<file path="src/design/vt4_pkg.sv">
package vt4_pkg;

   localparam int CoordBits  = 32;
   localparam int FracBits   = 16;
   localparam int QueueDepth = 4;

   localparam logic signed [CoordBits-1:0] CoordMax = {1'b0, {(CoordBits-1){1'b1}}};
   localparam logic signed [CoordBits-1:0] CoordMin = {1'b1, {(CoordBits-1){1'b0}}};

   typedef enum logic [1:0] {
      OP_LOAD  = 2'd0,
      OP_POINT = 2'd1,
      OP_VEC4  = 2'd2
   } op_type;

   typedef struct packed {
      op_type                      op;
      logic [3:0]                  entry_index;
      logic signed [CoordBits-1:0] entry_value;
      logic signed [CoordBits-1:0] in_x;
      logic signed [CoordBits-1:0] in_y;
      logic signed [CoordBits-1:0] in_z;
      logic signed [CoordBits-1:0] in_w;
      logic                        batch_last;
   } req_type;

   typedef struct packed {
      logic signed [CoordBits-1:0] out_x;
      logic signed [CoordBits-1:0] out_y;
      logic signed [CoordBits-1:0] out_z;
      logic signed [CoordBits-1:0] out_w;
      logic                        divide_fault;
      logic                        batch_end;
   } rsp_type;

   // one vertex job between front and back
   typedef struct packed {
      logic                        point;
      logic signed [CoordBits-1:0] vx;
      logic signed [CoordBits-1:0] vy;
      logic signed [CoordBits-1:0] vz;
      logic signed [CoordBits-1:0] vw;
      logic                        last;
   } job_type;

   typedef struct packed {
      logic full;
      logic empty;
   } queue_status_type;

endpackage

</file>
<file path="src/design/vt4_front.sv">
module vt4_front #(
   parameter int FRAC_BITS = vt4_pkg::FracBits
) (
   input  logic                                  clock,
   input  logic                                  reset,
   input  logic                                  req_valid,
   output logic                                  req_stall,
   input  vt4_pkg::req_type                      req,
   input  vt4_pkg::queue_status_type             qstat,
   output logic                                  push,
   output vt4_pkg::job_type                      push_data,
   output logic [16*vt4_pkg::CoordBits-1:0]      matrix
);
   import vt4_pkg::*;

   localparam int CB = CoordBits;

   logic [CB-1:0] mat_ff [16];
   logic          accept;
   logic          is_load;

   // a load waits until every queued job has read the matrix
   assign is_load   = (req.op == OP_LOAD);
   assign req_stall = qstat.full || (is_load && !qstat.empty);
   assign accept    = req_valid && !req_stall;
   assign push      = accept && (req.op inside {OP_POINT, OP_VEC4});

   always_comb begin
      push_data.point = (req.op == OP_POINT);
      push_data.vx    = req.in_x;
      push_data.vy    = req.in_y;
      push_data.vz    = req.in_z;
      push_data.vw    = (req.op == OP_POINT) ? (CB'(1) << FRAC_BITS) : req.in_w;
      push_data.last  = req.batch_last;
   end

   always_ff @(posedge clock) begin
      if (reset) begin
         for (int i = 0; i < 16; i++) begin
            mat_ff[i] <= (i % 5 == 0) ? (CB'(1) << FRAC_BITS) : '0;
         end
      end else if (accept && is_load) begin
         mat_ff[req.entry_index] <= req.entry_value;
      end
   end

   always_comb begin
      for (int i = 0; i < 16; i++) begin
         matrix[i*CB +: CB] = mat_ff[i];
      end
   end

endmodule

</file>
<file path="config.mk">
export PLATFORM = sky130hd
export DESIGN_NAME = vt4_front
export DESIGN_NICKNAME = d
export VERILOG_FILES = /design/src/design/vt4_pkg.sv /design/src/design/vt4_front.sv
export SDC_FILE = /design/constraint.sdc
export NUM_CORES = 1
export LEC_CHECK = 0
export BUFFER_PORTS_ARGS = -buffer_cell sky130_fd_sc_hd__clkbuf_2
export CORE_AREA = 2 2 313 315
export CTS_BUF_LIST = sky130_fd_sc_hd__clkbuf_4
export DETAILED_ROUTE_END_ITERATION = 7
export DIE_AREA = 0 0 315 317
export PLACE_DENSITY = 0.51
export SLEW_MARGIN = 20
export SYNTH_ARGS = -nofsm -noshare
export SYNTH_HDL_FRONTEND = slang
export SYNTH_SLANG_ARGS = --single-unit
</file>
<file path="constraint.sdc">
create_clock -name clock -period 1.81 [get_ports clock]
set_input_delay 0.0905 -clock clock [delete_from_list [all_inputs] [get_ports clock]]
set_output_delay 0.0905 -clock clock [all_outputs]
set_load 0.02 [all_outputs]
</file>
==> results.txt, run 1 <==
The number of enable-type register cells in the synthesized netlist came out at slightly above 500. The critical path goes through clkbuf_8. The kind of capture point of the worst setup path is an output port. The static power due to leakage came out at 0.0104 uW. The endpoint arrival time on the critical path came out at approximately 1.8 ns. The placed instances occupy a cell area of ~0.026 mm^2. Counting the buffers created by CTS gives between 100 and 150.

The part of the total power dissipated in combinational logic is 0.127. The internal power of the cells totals 20900 uW. The number of distinct library cells after synthesis came out at 26.

The number of global-route vias before repair is between 15000 and 20000. The timing-limited maximum frequency is 0.529 GHz. The ratio of final minimum period to clock period came out at 1.04. The flow ran to the end, but the final reports show violations.

The detailed placer's ending HPWL came out at between 80 and 90 mm. The final reports fail on negative setup slack. In this run the number of cells on the critical path is 1. Across the VDD grid, the largest voltage drop is slightly above 0.5 mV. The number of flip-flops in the largest register is around 500. The final-report setup violation count came out at 1.

The floorplan die area is ~0.10 mm^2. The TritonCTS clock tree is yes. The share of total power dissipated in the clock network is 0.394.

The last weighted congestion value of the routability-driven placer came out at 0.954. The iteration-0 DRC count of the detailed router is roughly 1700. Setup repair after global routing could not meet its margin everywhere. Entering global routing, the biggest net connects 82 pins. The biggest area consumer among synthesized cells is sky130_fd_sc_hd__edfxtp_1. The setup TNS came out at -0.0786 ns. Tracing the worst setup path back leads to its startpoint at mat_ff[5][16]. The end point of the critical path is matrix[176]. The share of synthesized flip-flops with an asynchronous set or reset is 0.

Ranked by total cell area, the synthesized netlist is headed by sky130_fd_sc_hd__edfxtp_1 73%, sky130_fd_sc_hd__nor3_1 12%, sky130_fd_sc_hd__buf_4 3.5%. In this run the tightest slew margin relative to its limit is 0.541. The final critical-path setup slack came out at -0.0786 ns. The number of placed instances, taps included, is 3271. The count of cells along the worst hold path is 4. After detailed routing, the total wire length is between 100 and 150 mm. The starting density of the core came out at 0.218. After synthesis the netlist holds a flip-flop and latch count of roughly 510. The total number of clock tree sinks came out at a little over 500. The critical path's largest stage delay is between 0.5 and 0.6 ns. The number of instances in the synthesized netlist is 1514. The buffer cell driving the clock tree root is sky130_fd_sc_hd__clkbuf_4.

The CTS H-tree depth is 4. The sequential element share of the synthesized area is 0.732. The clock period minus final worst setup slack is approximately 1.9 ns.

By startpoint and endpoint, the worst setup path is classified as reg -> out. The largest registers in the layout are mat_ff (512). The class of the most critical hold timing path is in -> reg. The number of placement rows is about 110. By count the netlist is led by 512 x sky130_fd_sc_hd__edfxtp_1, 508 x sky130_fd_sc_hd__nor3_1, 105 x sky130_fd_sc_hd__clkbuf_1, 99 x sky130_fd_sc_hd__buf_4, 97 x sky130_fd_sc_hd__nand3b_1. Once detail routing completed, the nets flagged for antenna violations numbered 0. The share of total power consumed by net switching came out at 0.279. The global router's overall resource usage is 0.211. The chip height is around 320 um. The fraction of layout cells with a size suffix above 1 came out at 0.445.

The final cell count without fillers is roughly 3600. The number of warnings printed during yosys synthesis is 0. The number of vias per cell came out at roughly 4.7. The critical-path maximum fanout is 1. For the worst setup path, the data required time is between 1.5 and 2 ns. The power share of the sequential group is 0.479. The final global-route overflow total is 0. The maximum number of buffers from clock root to sink is 3. The synthesis-to-layout area growth is 39.8%. The initial antenna violation count came out at 19. The placeable core region came out at around 0.096 mm^2.

The count of maximum capacitance violations came out at 0. The family of cells with the greatest summed delay on the critical path is flip-flops. A synthesized cell averages around 14 um^2. The post-route cell area is around 0.029 mm^2. The slowest stage of the critical path is the sky130_fd_sc_hd__edfxtp_1 cell. The routed wirelength normalized by instance count came out at ~30 um. The share of the core filled with cells in the final layout came out at 0.305.

The number of port buffers came out at between 600 and 700. In the synthesized netlist the dominant register cell turns out to be sky130_fd_sc_hd__edfxtp_1. The worst setup path is launched from a register.

Of the post-synthesis cell area, the dominant cell type holds 0.732. The transition at the pin with the smallest max-transition slack came out at 0.689 ns. The number of nets in the final layout came out at 2367. The first TritonRoute pass finished after 5 iterations. The area of the mapped netlist came out at between 0.02 and 0.025 mm^2. After clock tree synthesis, the clock-pin slew on the worst setup and hold paths is roughly 0.070 ns. In this run the power density over the cells is between 900 and 1000 mW/mm^2.

The count of endpoints failing hold in the final timing report came out at 0. The first global-routing pass estimated roughly 140 mm of wire. The number of remaining DRC errors is 0.

The die boundary width is between 300 and 400 um. The most repeated cell in the gate-level netlist after synthesis is sky130_fd_sc_hd__edfxtp_1. The sum of buffers and inverters on the critical path is 1. The post-synthesis net count is between 1500 and 2000. In this run the count of I/O pins placed on the die edge is between 800 and 900. The register containing the most flip-flops in the final layout is mat_ff. The number of pins exceeding their max-slew limit in the final report came out at 0. For this design the total switching power over the nets is between 8000 and 9000 uW.

The overall via count from detail_route is roughly 17000.
## worst min-delay path by stage
stage / start / end / slack (ns)
6_report: req[139] / mat_ff[4][10] / 0.16
5_1_grt: req[139] / mat_ff[0][10] / 0.08
4_1_cts: req[139] / mat_ff[4][10] / 0.01
3_5_place_dp: req[102] / push_data[102] / 0.18
3_3_place_gp: req[102] / push_data[102] / 0.18
2_1_floorplan: qstat[1] / push / 0.26
## power by group through the flow
| stage | Sequential [uW] | Combinational (uW) | Clock, uW |
|---|---|---|---|
| floorplan | 14900 | 1070 | 0 |
| global placement | 14100 | 3380 | 0 |
| detailed placement | 14100 | 3390 | 0 |
| CTS | 13900 | 3640 | 11700 |
| global route | 14000 | 3840 | 12300 |
| finish | 13900 | 3690 | 11400 |
## metal layers
metal / share of wire / track usage
met5: 0.00016 / 0
met3: 0.089 / 0.0603
met2: 0.50 / 0.359
met1: 0.36 / 0.241
met4: 0.052 / 0.109
## timing repair
item | in CTS | in global routing
pin swaps | 0 | 1
hold buffers | 51 | 0
hold endpoints to repair | 785 | 0
buffers inserted | 0 | 2
endpoints found under the setup margin | 346 | 107
gates resized for setup | 180 | 242
gates cloned | 0 | 0
## cell families after synthesis
group	share of synthesized area
flip-flops	0.732
AO/OA/AOI/OAI	0.00762
adder cells (fa/ha/maj)	0.00119
AND/OR/NAND/NOR	0.193
buffers and inverters	0.0663
## stage by stage
step | hold slack [ns] | setup WS [ns] | power [uW]
global placement | 0.181 | -0.243 | 17500
floorplan | 0.260 | -0.158 | 15900
finish | 0.163 | -0.0786 | 29000
detailed placement | 0.181 | -0.131 | 17500
global route | 0.0781 | -0.185 | 30100
CTS | 0.0123 | -0.266 | 29300
## final cells by class
cell class | count | area (um^2)
Fill cell | 9791 | 66900
Antenna cell | 8 | 20.0
Clock buffer | 207 | 1550
Inverter | 3 | 11.3
Tap cell | 1276 | 1600
Sequential cell | 512 | 15400
Multi-Input combinational cell | 744 | 4270
Clock inverter | 45 | 368
Timing Repair Buffer | 789 | 6180
## layout by cell type, fill, tap and decap left out, types with 2 or more instances in the layout
cell type,netlist,routed
sky130_fd_sc_hd__nand2b_1,2,2
sky130_fd_sc_hd__clkbuf_4,0,216
sky130_fd_sc_hd__dlygate4sd3_1,0,51
sky130_fd_sc_hd__clkinv_1,0,21
sky130_fd_sc_hd__or3b_2,33,34
sky130_fd_sc_hd__buf_2,43,12
sky130_fd_sc_hd__buf_4,99,84
sky130_fd_sc_hd__or4_1,3,3
sky130_fd_sc_hd__inv_1,3,3
sky130_fd_sc_hd__nand2_1,2,2
sky130_fd_sc_hd__ha_1,2,2
sky130_fd_sc_hd__nor2b_1,35,35
sky130_fd_sc_hd__nor3_1,508,508
sky130_fd_sc_hd__nand3b_1,97,97
sky130_fd_sc_hd__or3_1,4,3
sky130_fd_sc_hd__a41o_2,0,4
sky130_fd_sc_hd__clkinv_2,0,8
sky130_fd_sc_hd__bufinv_16,0,6
sky130_fd_sc_hd__inv_2,0,3
sky130_fd_sc_hd__inv_6,0,2
sky130_fd_sc_hd__buf_8,0,10
sky130_fd_sc_hd__diode_2,0,8
sky130_fd_sc_hd__nand3_1,32,32
sky130_fd_sc_hd__buf_12,0,36
sky130_fd_sc_hd__clkinv_4,0,2
sky130_fd_sc_hd__buf_6,0,72
sky130_fd_sc_hd__clkinvlp_4,0,3
sky130_fd_sc_hd__nor2_1,2,2
sky130_fd_sc_hd__clkbuf_2,0,440
sky130_fd_sc_hd__edfxtp_1,512,512
sky130_fd_sc_hd__clkbuf_8,0,75
sky130_fd_sc_hd__a31o_2,12,12
Power figures use the tool's default switching activity.
==> run 2: changes to the inputs <==
- CORE_AREA: 2 2 313 315 -> 2 2 317 319
- DIE_AREA: 0 0 315 317 -> 0 0 319 321
==> results.txt, run 2 (synthesized netlist as in run 1, its figures left out) <==
The run finished with clean final reports. The total design power is 28300 uW (-2.4%). The setup TNS was 0 ns (+0.0786 ns).

The transition at the pin with the smallest max-transition slack is 0.600 ns (-0.0893 ns). The area after detailed placement is 0.0259 mm^2 (+1.0%). For this design, the slowest cell found on the critical path is sky130_fd_sc_hd__edfxtp_1. The number of flip-flops in the largest register was 512 (unchanged). The family of cells with the greatest summed delay on the critical path is flip-flops. The overall via count from detail_route is 16791 (+0.16%). Leaving out fill and tap cells, the most frequent cells in the layout are 512 x sky130_fd_sc_hd__edfxtp_1, 508 x sky130_fd_sc_hd__nor3_1, 447 x sky130_fd_sc_hd__clkbuf_2, 215 x sky130_fd_sc_hd__clkbuf_4, 97 x sky130_fd_sc_hd__nand3b_1. The static power due to leakage came out at 0.0104 uW (about the same). The final critical-path setup slack came to 0.00587 ns (+0.0845 ns). The tightest min-delay check is of the in -> out type. The total number of clock tree sinks is 512 (unchanged). The number of global-route vias before repair is 16237 (-0.99%). The synthesis-to-layout area growth is 39.7% (about the same). The endpoint arrival time on the critical path came out at 1.71 ns (-0.09 ns). The top-level port count came out at 816 (unchanged). The worst setup path is launched from a register.

The sum of buffers and inverters on the critical path came to 1 (unchanged). The post-CTS setup buffer count came out at 0 (unchanged). The number of placement rows was 116 (+1.8%).

The share of the core filled with cells in the final layout came out at 0.296 (-0.00939). The largest registers in the layout are mat_ff (512). The starting density of the core came to 0.212 (-0.00659). The worst path required time is 1.72 ns (about the same). The count of endpoints failing hold in the final timing report is 0 (unchanged). The number of vias per cell came out at 4.64 (-0.70%). The initial antenna violation count is 33 (+14). The maximum number of pins on one net before global-route repair came out at 83 (+1.2%). The final global-route overflow total came out at 0 (unchanged). The first-pass iteration count of the detailed router is 5 (unchanged). The most common cell after layout, fill and taps aside is sky130_fd_sc_hd__edfxtp_1.

The final-report setup violation count came out at 0 (-1). The global-route wire length before repair came out at 146 mm (+2.8%). The post-route cell area came out at 0.0294 mm^2 (about the same). The number of pins exceeding their max-slew limit in the final report is 0 (unchanged).

The number of nets in the final layout came out at 2379 (+0.51%). The floorplan die area came out at 0.102 mm^2 (+2.5%). The maximum number of buffers from clock root to sink was 3 (unchanged).

The chip height came out at 321 um (+1.3%). The number of buffers created by CTS came to 144 (+0.70%). The iteration-0 DRC count of the detailed router came out at 1791 (+5.2%). The post-CTS clock slew at the launch and capture registers of the worst setup and hold paths came out at 0.06 ns (about the same). The tree is rooted in a sky130_fd_sc_hd__clkbuf_4. The critical-path maximum fanout is 1 (unchanged). The number of nets still failing antenna checks after routing is 0 (unchanged).

The critical path's largest stage delay came out at 0.47 ns (-0.08 ns). The fraction of layout cells with a size suffix above 1 came to 0.449 (+0.00376). The total wirelength of the detailed-routed design came out at 112 mm (+2.9%). The number of port buffers is 621 (unchanged). The signal on the critical path passes through clkbuf_8. Setup repair after global routing could not meet its margin everywhere. The worst setup path is captured at an output port. The worst slack at placement is -0.147 ns (-0.0157 ns). TritonCTS built the clock tree. The number of remaining DRC errors came out at 0 (unchanged). The count of maximum capacitance violations is 0 (unchanged). The clock period minus final worst setup slack is 1.80 ns (-0.0845 ns). The path type of the worst setup path is reg -> out. The timing-limited maximum frequency came out at 0.554 GHz (+4.7%). The register containing the most flip-flops in the final layout is mat_ff. The routed wirelength normalized by instance count is 31.1 um (+2.0%). The global router's overall resource usage was 0.213 (+0.00149). The worst-case headroom to the max-slew limit is 0.600 (+0.0595).

The placeable core region came out at 0.0993 mm^2 (+3.1%). The CTS H-tree depth was 4 (unchanged). The detailed placer's ending HPWL was 83.1 mm (+2.0%). The peak ir drop on the vdd network came to 0.473 mV (-7.7%). The power density normalized to cell area was 965 mW/mm^2 (-2.4%). The die boundary width came out at 319 um (+1.3%). The last weighted congestion value of the routability-driven placer came to 0.972 (+1.8%). The ratio of final minimum period to clock period is 0.997 (-0.0467).
run 2: final timing paths:
check	start	end	slack, ns	cells past startpoint
hold / removal	req[106]	push_data[106]	0.18	0
setup / recovery	mat_ff[13][0]	matrix[416]	0.006	1
run 2: what timing repair did:
item | CTS | global route
gates resized for setup | 154 | 249
hold buffers | 48 | 0
endpoints found under the hold margin | 869 | 0
endpoints found under the setup margin | 348 | 121
run 2: metal layers:
layer | GRT usage | up-vias | wire length, um
li1 | - | 7152 | -
met4 | 0.106 | 2 | 5880
met2 | 0.366 | 1032 | 55900
met3 | 0.0654 | 253 | 10100
met1 | 0.238 | 8352 | 40500
met5 | 0 | - | 13
run 2: area by class of cell:
| cell class | count | area, um^2 |
|---|---|---|
| sequential | 512 | 15400 |
| antenna | 14 | 35.0 |
| inverter | 3 | 11.3 |
| multi-input combinational | 744 | 4260 |
| tap | 1298 | 1620 |
| clock inverter | 39 | 240 |
| fill | 10300 | 69900 |
| clock buffer | 205 | 1540 |
| timing repair buffer | 800 | 6270 |
run 2: per-stage QoR:
stage,hold WS (ns),cells
6_report,0.181,3615
5_1_grt,0.0479,3609
4_1_cts,0.0103,3601
3_5_place_dp,0.181,3309
3_3_place_gp,0.181,3309
2_1_floorplan,0.260,1514
run 2: power by group:
part           total, uW  switching [uW]  internal [uW]
clock              10700            5240           5500
sequential         13900             264          13600
combinational       3720            2530           1180
total              28300            8030          20300
