File: src/design/vt4_pkg.sv
package vt4_pkg;

   localparam int CoordBits  = 32;
   localparam int FracBits   = 16;
   localparam int QueueDepth = 4;

   localparam logic signed [CoordBits-1:0] CoordMax = {1'b0, {(CoordBits-1){1'b1}}};
   localparam logic signed [CoordBits-1:0] CoordMin = {1'b1, {(CoordBits-1){1'b0}}};

   typedef enum logic [1:0] {
      OP_LOAD  = 2'd0,
      OP_POINT = 2'd1,
      OP_VEC4  = 2'd2
   } op_type;

   typedef struct packed {
      op_type                      op;
      logic [3:0]                  entry_index;
      logic signed [CoordBits-1:0] entry_value;
      logic signed [CoordBits-1:0] in_x;
      logic signed [CoordBits-1:0] in_y;
      logic signed [CoordBits-1:0] in_z;
      logic signed [CoordBits-1:0] in_w;
      logic                        batch_last;
   } req_type;

   typedef struct packed {
      logic signed [CoordBits-1:0] out_x;
      logic signed [CoordBits-1:0] out_y;
      logic signed [CoordBits-1:0] out_z;
      logic signed [CoordBits-1:0] out_w;
      logic                        divide_fault;
      logic                        batch_end;
   } rsp_type;

   // one vertex job between front and back
   typedef struct packed {
      logic                        point;
      logic signed [CoordBits-1:0] vx;
      logic signed [CoordBits-1:0] vy;
      logic signed [CoordBits-1:0] vz;
      logic signed [CoordBits-1:0] vw;
      logic                        last;
   } job_type;

   typedef struct packed {
      logic full;
      logic empty;
   } queue_status_type;

endpackage

File: src/design/vt4_queue.sv
module vt4_queue #(
   parameter int DEPTH = vt4_pkg::QueueDepth
) (
   input  logic                       clock,
   input  logic                       reset,
   input  logic                       push,
   input  vt4_pkg::job_type           push_data,
   input  logic                       pop,
   output vt4_pkg::job_type           head,
   output vt4_pkg::queue_status_type  status
);
   import vt4_pkg::*;

   localparam int PW = (DEPTH > 1) ? $clog2(DEPTH) : 1;
   localparam int CW = $clog2(DEPTH + 1);

   job_type         mem_ff [DEPTH];
   logic [PW-1:0]   wr_ptr_ff, wr_ptr_in;
   logic [PW-1:0]   rd_ptr_ff, rd_ptr_in;
   logic [CW-1:0]   count_ff, count_in;

   always_comb begin
      wr_ptr_in = wr_ptr_ff;
      rd_ptr_in = rd_ptr_ff;
      count_in  = count_ff;
      if (push) begin
         wr_ptr_in = (wr_ptr_ff == PW'(DEPTH - 1)) ? '0 : wr_ptr_ff + 1'b1;
      end
      if (pop) begin
         rd_ptr_in = (rd_ptr_ff == PW'(DEPTH - 1)) ? '0 : rd_ptr_ff + 1'b1;
      end
      if (push && !pop) begin
         count_in = count_ff + 1'b1;
      end else if (pop && !push) begin
         count_in = count_ff - 1'b1;
      end
   end

   always_ff @(posedge clock) begin
      if (reset) begin
         wr_ptr_ff <= '0;
         rd_ptr_ff <= '0;
         count_ff  <= '0;
      end else begin
         wr_ptr_ff <= wr_ptr_in;
         rd_ptr_ff <= rd_ptr_in;
         count_ff  <= count_in;
      end
   end

   always_ff @(posedge clock) begin
      if (push) begin
         mem_ff[wr_ptr_ff] <= push_data;
      end
   end

   assign head         = mem_ff[rd_ptr_ff];
   assign status.full  = (count_ff == CW'(DEPTH));
   assign status.empty = (count_ff == '0);

endmodule

File: config.mk
export PLATFORM = sky130hd
export DESIGN_NAME = vt4_queue
export DESIGN_NICKNAME = d
export VERILOG_FILES = /design/src/design/vt4_pkg.sv /design/src/design/vt4_queue.sv
export SDC_FILE = /design/constraint.sdc
export NUM_CORES = 1
export LEC_CHECK = 0
export ABC_AREA = 1
export BUFFER_PORTS_ARGS = -buffer_cell sky130_fd_sc_hd__buf_2
export CAP_MARGIN = 30
export CORE_ASPECT_RATIO = 2
export CORE_MARGIN = 10
export CORE_UTILIZATION = 25
export DETAILED_ROUTE_END_ITERATION = 7
export PLACE_DENSITY = 0.47
export SLEW_MARGIN = 25
export SYNTH_ARGS = -nofsm -noshare
export SYNTH_HDL_FRONTEND = slang
export SYNTH_SLANG_ARGS = --single-unit
File: constraint.sdc
create_clock -name clock -period 3.5 [get_ports clock]
set_input_delay 0.525 -clock clock [delete_from_list [all_inputs] [get_ports clock]]
set_output_delay 0.525 -clock clock [all_outputs]
set_load 0.02 [all_outputs]
==> flow_metrics.tcl, run 1 <==
set metrics [dict create \
    cpLargestDelayFamily "buffers and inverters" \
    cts_max_level 2 \
    slew-limit-headroom_pct 35.5 \
    clock_skew_ns 0.0121 \
    clock-root-buffer "sky130_fd_sc_hd__clkbuf_16" \
    post-route-drc-count 0 \
    cp-end-kind "primary output" \
    via_count_of_the_first_global_routing_pass 12146 \
    post_synth_xor_area_fraction_pct 0.0444 \
    fp.dieArea_sq_um 91300 \
    preCtsSetupSlack_ns 1.10 \
    final_hold_viol_count 0 \
    power_share_of_the_clock_group_pct 37.1 \
    synth_nets 1457 \
    num_vias 11899 \
    dieHeight_microns 417 \
    swShare_pct 24.9 \
    timing.fmax_mhz 330 \
    core-area_sq_um 78200 \
    synth_top_area_cell "sky130_fd_sc_hd__edfxtp_1" \
    cts_tree "built" \
    avgSynthCellArea_sq_um 15.0 \
    detailedRoute.firstIterationViolations 681 \
    cts_hold_buffers 0 \
    antenna_left 0 \
    setup_viol 0 \
    grt_antenna_before_repair 11 \
    detail_route.vias_per_cell 4.51 \
    holdPathStages 1 \
    worst_r2r_path_depth 4 \
    final_core_utilization_pct 30.3 \
    layout_worst_path_cycle_share_pct 86.7 \
    startpoint_class "register" \
    worst_path_max_delay_cell "sky130_fd_sc_hd__dfxtp_4" \
    setup_tns_ns 0 \
    clock_tree.buffer_depth 3 \
    routedWlPerCell_microns 19.7 \
    clock-sinks 529 \
    instances_no_fill 2639 \
    report.final.slew_viol_count 0 \
    critical_path_arrival_ns 2.51 \
    fp.dieW_microns 219 \
    power.net_switching_mw 3.51 \
    hpwl_mm 29.8 \
    worst-endpoint-required_ns 2.97 \
    track_usage_pct 11.0 \
    grt_setup_unrepaired "false" \
    floorplan.initialDensity_pct 25.2 \
    pin_slew_with_the_least_headroom_to_its_limit_ns 0.968 \
    power.sequential.fraction_pct 51.8 \
    layout.cell_area.non_filler_sq_um 23700 \
    status "completed" \
    synth_enable_flop_cells 520 \
    cap_violations 0 \
    power_density_nw_per_um2 596 \
    distinct_cell_type_count_after_synthesis 24 \
    synth_fa_ha_area_share_pct 0.482 \
    worst_hold_path_type "input pin to register" \
    cell_internal_pwr_mw 10.6 \
    post_route_cells_drive_above_1_share_pct 23.0 \
    number_of_clock_buffers_inserted_by_tritoncts 49 \
    netlist_instances 1316 \
    min-delay-start "push_data[37]" \
    report.power.total_mw 14.1 \
    wire_length_of_the_first_global_routing_pass_mm 76.7 \
    launch_instance_of_the_worst_register_to_register_path "wr_ptr_ff[0]" \
    ctsResizeCount 0 \
    share_of_synthesized_registers_carrying_an_async_set_or_reset_pct 0 \
    io_pins 266 \
    wl_mm 52.1 \
    syn_area_sq_um 19700 \
    power.combinational.fraction_pct 11.1 \
    routabilityCongestion 0.706 \
    yosys_most_used_dff "sky130_fd_sc_hd__edfxtp_1" \
    numPlacedInstances 2546 \
    finalWorstPathRequiredPeriod_ns 3.03 \
    worstPathCellList "buf_12 > o21ai_0 > o22ai_1 > buf_2" \
    endpoint_of_the_worst_slack_reg_to_reg_timing_path "mem_ff[3][52]" \
    synth_compound_area_share_pct 10.9 \
    worst_hold_path.endpoint "mem_ff[0][37]" \
    timing.critical_path.fanout_max 154 \
    muxShareOfSynthArea_pct 0 \
    clock_latency_ns 0.60 \
    postCtsSetupRepairBufs 0 \
    max_stage_delay_ns 0.42 \
    post-synth-top-area-fraction_pct 79.1 \
    placement.cell_area_sq_um 22100 \
    drt_pre_antenna_iters 5 \
    final_nets 1709 \
    ff_latch_count_synth 529 \
    grt_max_degree 155 \
    yosys_warnings 0 \
    timing_worst_setup_path_type "register to primary output" \
    synth_seq_area_share_pct 80.0 \
    p_leak_nw 8.01 \
    peakVddDrop_mv 0.422 \
    clkTransAtPathRegs_ns 0.07 \
    holdWs_ns 0.135 \
    worst_setup_slack_final_ns 0.467 \
    post_synth_main_area_contributors "sky130_fd_sc_hd__edfxtp_1 (79%), sky130_fd_sc_hd__nor2_1 (5.1%), sky130_fd_sc_hd__o21ai_0 (4.9%), sky130_fd_sc_hd__o22ai_1 (4.1%), sky130_fd_sc_hd__o21ai_1 (1.8%)" \
    placementRows 145 \
    area_growth_pct 20.1 \
    port_buffers 265 \
    globalRoute.totalOverflow 0 \
    synth_top_family_by_area "compound AO/OA/AOI/OAI gates" \
    yosys.area_share.simple_pct 5.41 \
    ff2ff_setup_slack_ns 1.62 \
    cp.buffers_inverters 2 \
]
[cell families after synthesis]
family	count (synthesis)
simple gates	282
compound gates	396
flops	529
xor+xnor	1
buf+inv	101
fa+ha+maj	7
[worst max path at each step]
stage / cells after the start / end / start
floorplan: 4 / mem_ff[0][0] / wr_ptr_ff[0]
global placement: 4 / head[8] / register
detailed placement: 4 / head[58] / register
CTS: 4 / head[58] / register
global route: 4 / head[8] / register
finish: 4 / head[8] / register
[routing by layer]
| metal | routed length (microns) | track usage (%) | part of all wire (%) |
|---|---|---|---|
| met5 | 107 | 0 | 0.21 |
| met4 | 1680 | 4.36 | 3.2 |
| met3 | 3620 | 3.47 | 6.9 |
| met2 | 25600 | 18.8 | 49 |
| met1 | 21100 | 12.6 | 40 |
[layout make-up]
type,instances,area [sq um]
antenna,3,7.51
clock buffer,60,1330
clock inverter,30,243
fill,7816,54500
inverter,16,90.1
multi-input combinational,686,3320
sequential,529,15800
tap,1029,1290
timing repair buffer,286,1630
[power by group through the flow]
| stage | combinational, mW | clock, mW | sequential (mW) |
|---|---|---|---|
| floorplan | 0.944 | 0 | 7.44 |
| global placement | 1.60 | 0 | 7.44 |
| detailed placement | 1.62 | 0 | 7.45 |
| CTS | 1.63 | 5.47 | 7.32 |
| global route | 1.73 | 5.69 | 7.33 |
| finish | 1.57 | 5.25 | 7.31 |
[synthesized netlist by cell type, types with 2 or more instances]
cell / n
sky130_fd_sc_hd__nor2_1: 268
sky130_fd_sc_hd__edfxtp_1: 520
sky130_fd_sc_hd__ha_1: 6
sky130_fd_sc_hd__dfxtp_1: 9
sky130_fd_sc_hd__buf_2: 14
sky130_fd_sc_hd__a21oi_1: 3
sky130_fd_sc_hd__nand2_1: 8
sky130_fd_sc_hd__o21ai_1: 70
sky130_fd_sc_hd__buf_6: 22
sky130_fd_sc_hd__clkbuf_1: 40
sky130_fd_sc_hd__o21ai_0: 193
sky130_fd_sc_hd__o22ai_1: 130
sky130_fd_sc_hd__clkbuf_2: 5
sky130_fd_sc_hd__nor3_1: 4
sky130_fd_sc_hd__inv_1: 14
sky130_fd_sc_hd__buf_12: 2
[placed cells by master (no fill, tap or decap), drive strengths merged]
master	Yosys	routed
ha	6	6
nor3	4	4
nand3	1	1
clkinv	0	23
o21ai	263	263
fa	1	1
bufinv	0	3
inv	16	13
nor2	268	268
o22ai	130	130
nand2	8	8
dfxtp	9	9
nand4	1	1
a21oi	3	3
edfxtp	520	520
clkinvlp	0	7
diode	0	3
buf	40	286
clkbuf	45	60
xor2	1	1
[registers in the layout (all words and copies together) (netlist names), named ones only]
| name | flops |
|---|---|
| mem_ff | 520 |
| wr_ptr_ff | 2 |
| rd_ptr_ff | 2 |
| count_ff | 3 |
[worst reg2reg max path, stage by stage, from the launching register on]
cell and delay (ns):
sky130_fd_sc_hd__dfxtp_1 0.39, sky130_fd_sc_hd__ha_1 0.19, sky130_fd_sc_hd__nand2_1 0.09, sky130_fd_sc_hd__clkinvlp_4 0.10, sky130_fd_sc_hd__buf_4 0.67
No activity file was read; power rests on OpenSTA's default activity.
==> run 2, diff against run 1 <==
--- a/config.mk
+++ b/config.mk
@@ -5,14 +5,13 @@
 export SDC_FILE = /design/constraint.sdc
 export NUM_CORES = 1
 export LEC_CHECK = 0
-export ABC_AREA = 1
+export ABC_AREA = 0
 export BUFFER_PORTS_ARGS = -buffer_cell sky130_fd_sc_hd__buf_2
 export CAP_MARGIN = 30
 export CORE_ASPECT_RATIO = 2
 export CORE_MARGIN = 10
 export CORE_UTILIZATION = 25
 export DETAILED_ROUTE_END_ITERATION = 7
-export PLACE_DENSITY = 0.47
 export SLEW_MARGIN = 25
 export SYNTH_ARGS = -nofsm -noshare
 export SYNTH_HDL_FRONTEND = slang
==> run 2 against run 1 <==
  * Maximum frequency is 5.5% higher
  * Worst setup slack improved by 0.16 ns
  * Worst hold slack improved by 0.019 ns
==> flow_metrics.tcl, run 2 <==
set metrics [dict create \
    final_nets 1179 \
    timing.critical_path.fanout_max 25 \
    avgSynthCellArea_sq_um 26.7 \
    ctsResizeCount 0 \
    synth_top_area_cell "sky130_fd_sc_hd__edfxtp_1" \
    cts_hold_buffers 0 \
    placementRows 144 \
    fp.dieArea_sq_um 89400 \
    clock_skew_ns 0.0113 \
    final_common_cell "sky130_fd_sc_hd__edfxtp_1" \
    post-route-drc-count 0 \
    grt_max_degree 60 \
    synth_seq_area_share_pct 81.8 \
    area_growth_pct 22.2 \
    distinct_cell_type_count_after_synthesis 21 \
    globalRoute.totalOverflow 0 \
    cap_violations 0 \
    hpwl_mm 29.4 \
    layout_worst_path_cycle_share_pct 82.2 \
    post_synth_main_area_contributors "sky130_fd_sc_hd__edfxtp_1 (81%), sky130_fd_sc_hd__mux4_2 (15%), sky130_fd_sc_hd__buf_12 (1.1%), sky130_fd_sc_hd__dfxtp_1 (0.93%), sky130_fd_sc_hd__ha_1 (0.39%)" \
    antenna_left 0 \
    share_of_synthesized_registers_carrying_an_async_set_or_reset_pct 0 \
    clock-root-buffer "sky130_fd_sc_hd__clkbuf_16" \
    layout.cell_area.non_filler_sq_um 23600 \
    detailedRoute.firstIterationViolations 513 \
    final_hold_viol_count 0 \
    drt_pre_antenna_iters 4 \
    routabilityCongestion 0.707 \
    clkTransAtPathRegs_ns 0.07 \
    numPlacedInstances 2011 \
    synth_nets 864 \
    post_route_cells_drive_above_1_share_pct 46.2 \
    core-area_sq_um 76800 \
    yosys_most_used_dff "sky130_fd_sc_hd__edfxtp_1" \
    clock_tree.buffer_depth 3 \
    max_stage_delay_ns 0.54 \
    startpoint_class "register" \
    finalWorstPathRequiredPeriod_ns 2.88 \
    clock_latency_ns 0.58 \
    routedWlPerCell_microns 20.6 \
    syn_area_sq_um 19300 \
    num_vias 8624 \
    setup_tns_ns 0 \
    number_of_clock_buffers_inserted_by_tritoncts 47 \
    p_leak_nw 7.71 \
    detail_route.vias_per_cell 4.11 \
    wire_length_of_the_first_global_routing_pass_mm 64.4 \
    status "completed" \
    peakVddDrop_mv 0.464 \
    worstPathCellList "buf_12 > buf_4 > mux4_2 > buf_2" \
    slew-limit-headroom_pct 44.8 \
    power_density_nw_per_um2 590 \
    worst_path_max_delay_cell "sky130_fd_sc_hd__mux4_2" \
    synth.most_common_cell "sky130_fd_sc_hd__edfxtp_1" \
    regMostFlops "mem_ff" \
    worst-endpoint-required_ns 2.97 \
    wl_mm 43.2 \
    io_pins 266 \
    final.fill_count 7489 \
    post-synth-top-area-fraction_pct 80.9 \
    via_count_of_the_first_global_routing_pass 9692 \
    report.final.slew_viol_count 0 \
    largest_register_ffs 520 \
    synth_common_cells "sky130_fd_sc_hd__edfxtp_1 (520), sky130_fd_sc_hd__mux4_2 (130), sky130_fd_sc_hd__buf_12 (11)" \
    pin_slew_with_the_least_headroom_to_its_limit_ns 0.828 \
    ff_latch_count_synth 529 \
    worst_hold_path_type "input pin to register" \
    placement.cell_area_sq_um 22000 \
    critical_path_arrival_ns 2.35 \
    largest_registers "mem_ff: 520 flops, count_ff: 3 flops" \
    netlist_instances 723 \
    port_buffers 265 \
    final_cell_mix "sky130_fd_sc_hd__edfxtp_1 (520), sky130_fd_sc_hd__buf_2 (265), sky130_fd_sc_hd__mux4_2 (130), sky130_fd_sc_hd__clkbuf_16 (49), sky130_fd_sc_hd__buf_12 (16)" \
    cts_tree "built" \
    ff2ff_setup_slack_ns 1.53 \
    fp.dieW_microns 216 \
    postCtsSetupRepairBufs 0 \
    setup_viol 0 \
    final_core_utilization_pct 30.7 \
    grt_setup_unrepaired "false" \
    track_usage_pct 9.60 \
    clock-sinks 529 \
    yosys_warnings 0 \
    timing_worst_setup_path_type "register to primary output" \
    instances_no_fill 2099 \
    launch_instance_of_the_worst_register_to_register_path "wr_ptr_ff[1]" \
    min-delay-start "push_data[89]" \
    cts_max_level 2 \
    grt_antenna_before_repair 8 \
    floorplan.initialDensity_pct 25.1 \
    dieHeight_microns 413 \
    timing.fmax_mhz 348 \
    cp-end-kind "primary output" \
    synth_enable_flop_cells 520 \
]
run 2: cell count changes in the layout (fill, tap and decap cells not counted), moves of 6 or more:
cell and change:
sky130_fd_sc_hd__o22ai_1 -130, sky130_fd_sc_hd__clkinv_2 -7, sky130_fd_sc_hd__clkinvlp_4 -7, sky130_fd_sc_hd__mux4_2 +130, sky130_fd_sc_hd__o21ai_1 -70, sky130_fd_sc_hd__o21ai_0 -192, sky130_fd_sc_hd__nor2_1 -261, sky130_fd_sc_hd__nand2_1 -8
sky130_fd_sc_hd__inv_1 -6
run 2: path summary, 6_finish.rpt:
path	endpoint	depth (start not counted)
min	mem_ff[2][89]	1
max	head[81]	4
min reg2reg	count_ff[2]	2
max reg2reg	mem_ff[1][125]	4
run 2: metrics by stage:
stage	hold slack, ns	total power [mW]	setup slack, ns
after global routing	0.128	14.5	0.450
after floorplan	0.460	8.32	0.907
after global placement	0.476	8.88	1.16
after CTS	0.105	14.2	0.468
after detailed placement	0.526	8.92	1.14
final	0.153	13.9	0.625
run 2: cell families (layout without fill, tap and decap cells):
family                   after synthesis  in the layout  share of synthesized area [%]
adder cells (fa/ha/maj)                7              7                          0.493
multiplexers                         134            134                           15.4
buffers and inverters                 33            384                           1.73
other                                  0              3                              0
flip-flops                           529            529                           81.8
AND/OR/NAND/NOR                       15             15                          0.402
XOR/XNOR                               2              2                         0.0908
AO/OA/AOI/OAI                          3              3                         0.0778
run 2: area by class of cell:
class	count	area, sq um	area share [%]
Tap cell	1022	1280	5.42
Clock buffer	59	1280	5.44
Antenna cell	3	7.51	0.0318
Timing Repair Buffer	295	1750	7.43
Multi-Input combinational cell	161	3180	13.5
Clock inverter	26	258	1.09
Inverter	4	15.0	0.0637
Sequential cell	529	15800	67.0
run 2: layer usage:
metal | GRT usage [%] | part of all wire (%) | up-vias
li1 | - | - | 3764
met1 | 10.4 | 37 | 4488
met3 | 2.85 | 6.9 | 73
met5 | 0 | 0.093 | -
met2 | 17.0 | 53 | 291
met4 | 4.12 | 3.2 | 8
run 2: critical path, delay by kind of cell (launching register included):
family / cells / cell delay [ns]
buffers and inverters: 3 / 0.71
multiplexers: 1 / 0.54
flip-flops: 1 / 0.47
run 2: power breakdown:
| group | total (mW) | switching (mW) | leakage (nW) | internal (mW) |
|---|---|---|---|---|
| Sequential | 7.34 | 0.0829 | 4.85 | 7.26 |
| Combinational | 1.39 | 0.837 | 2.10 | 0.548 |
| Clock | 5.19 | 2.22 | 0.756 | 2.97 |
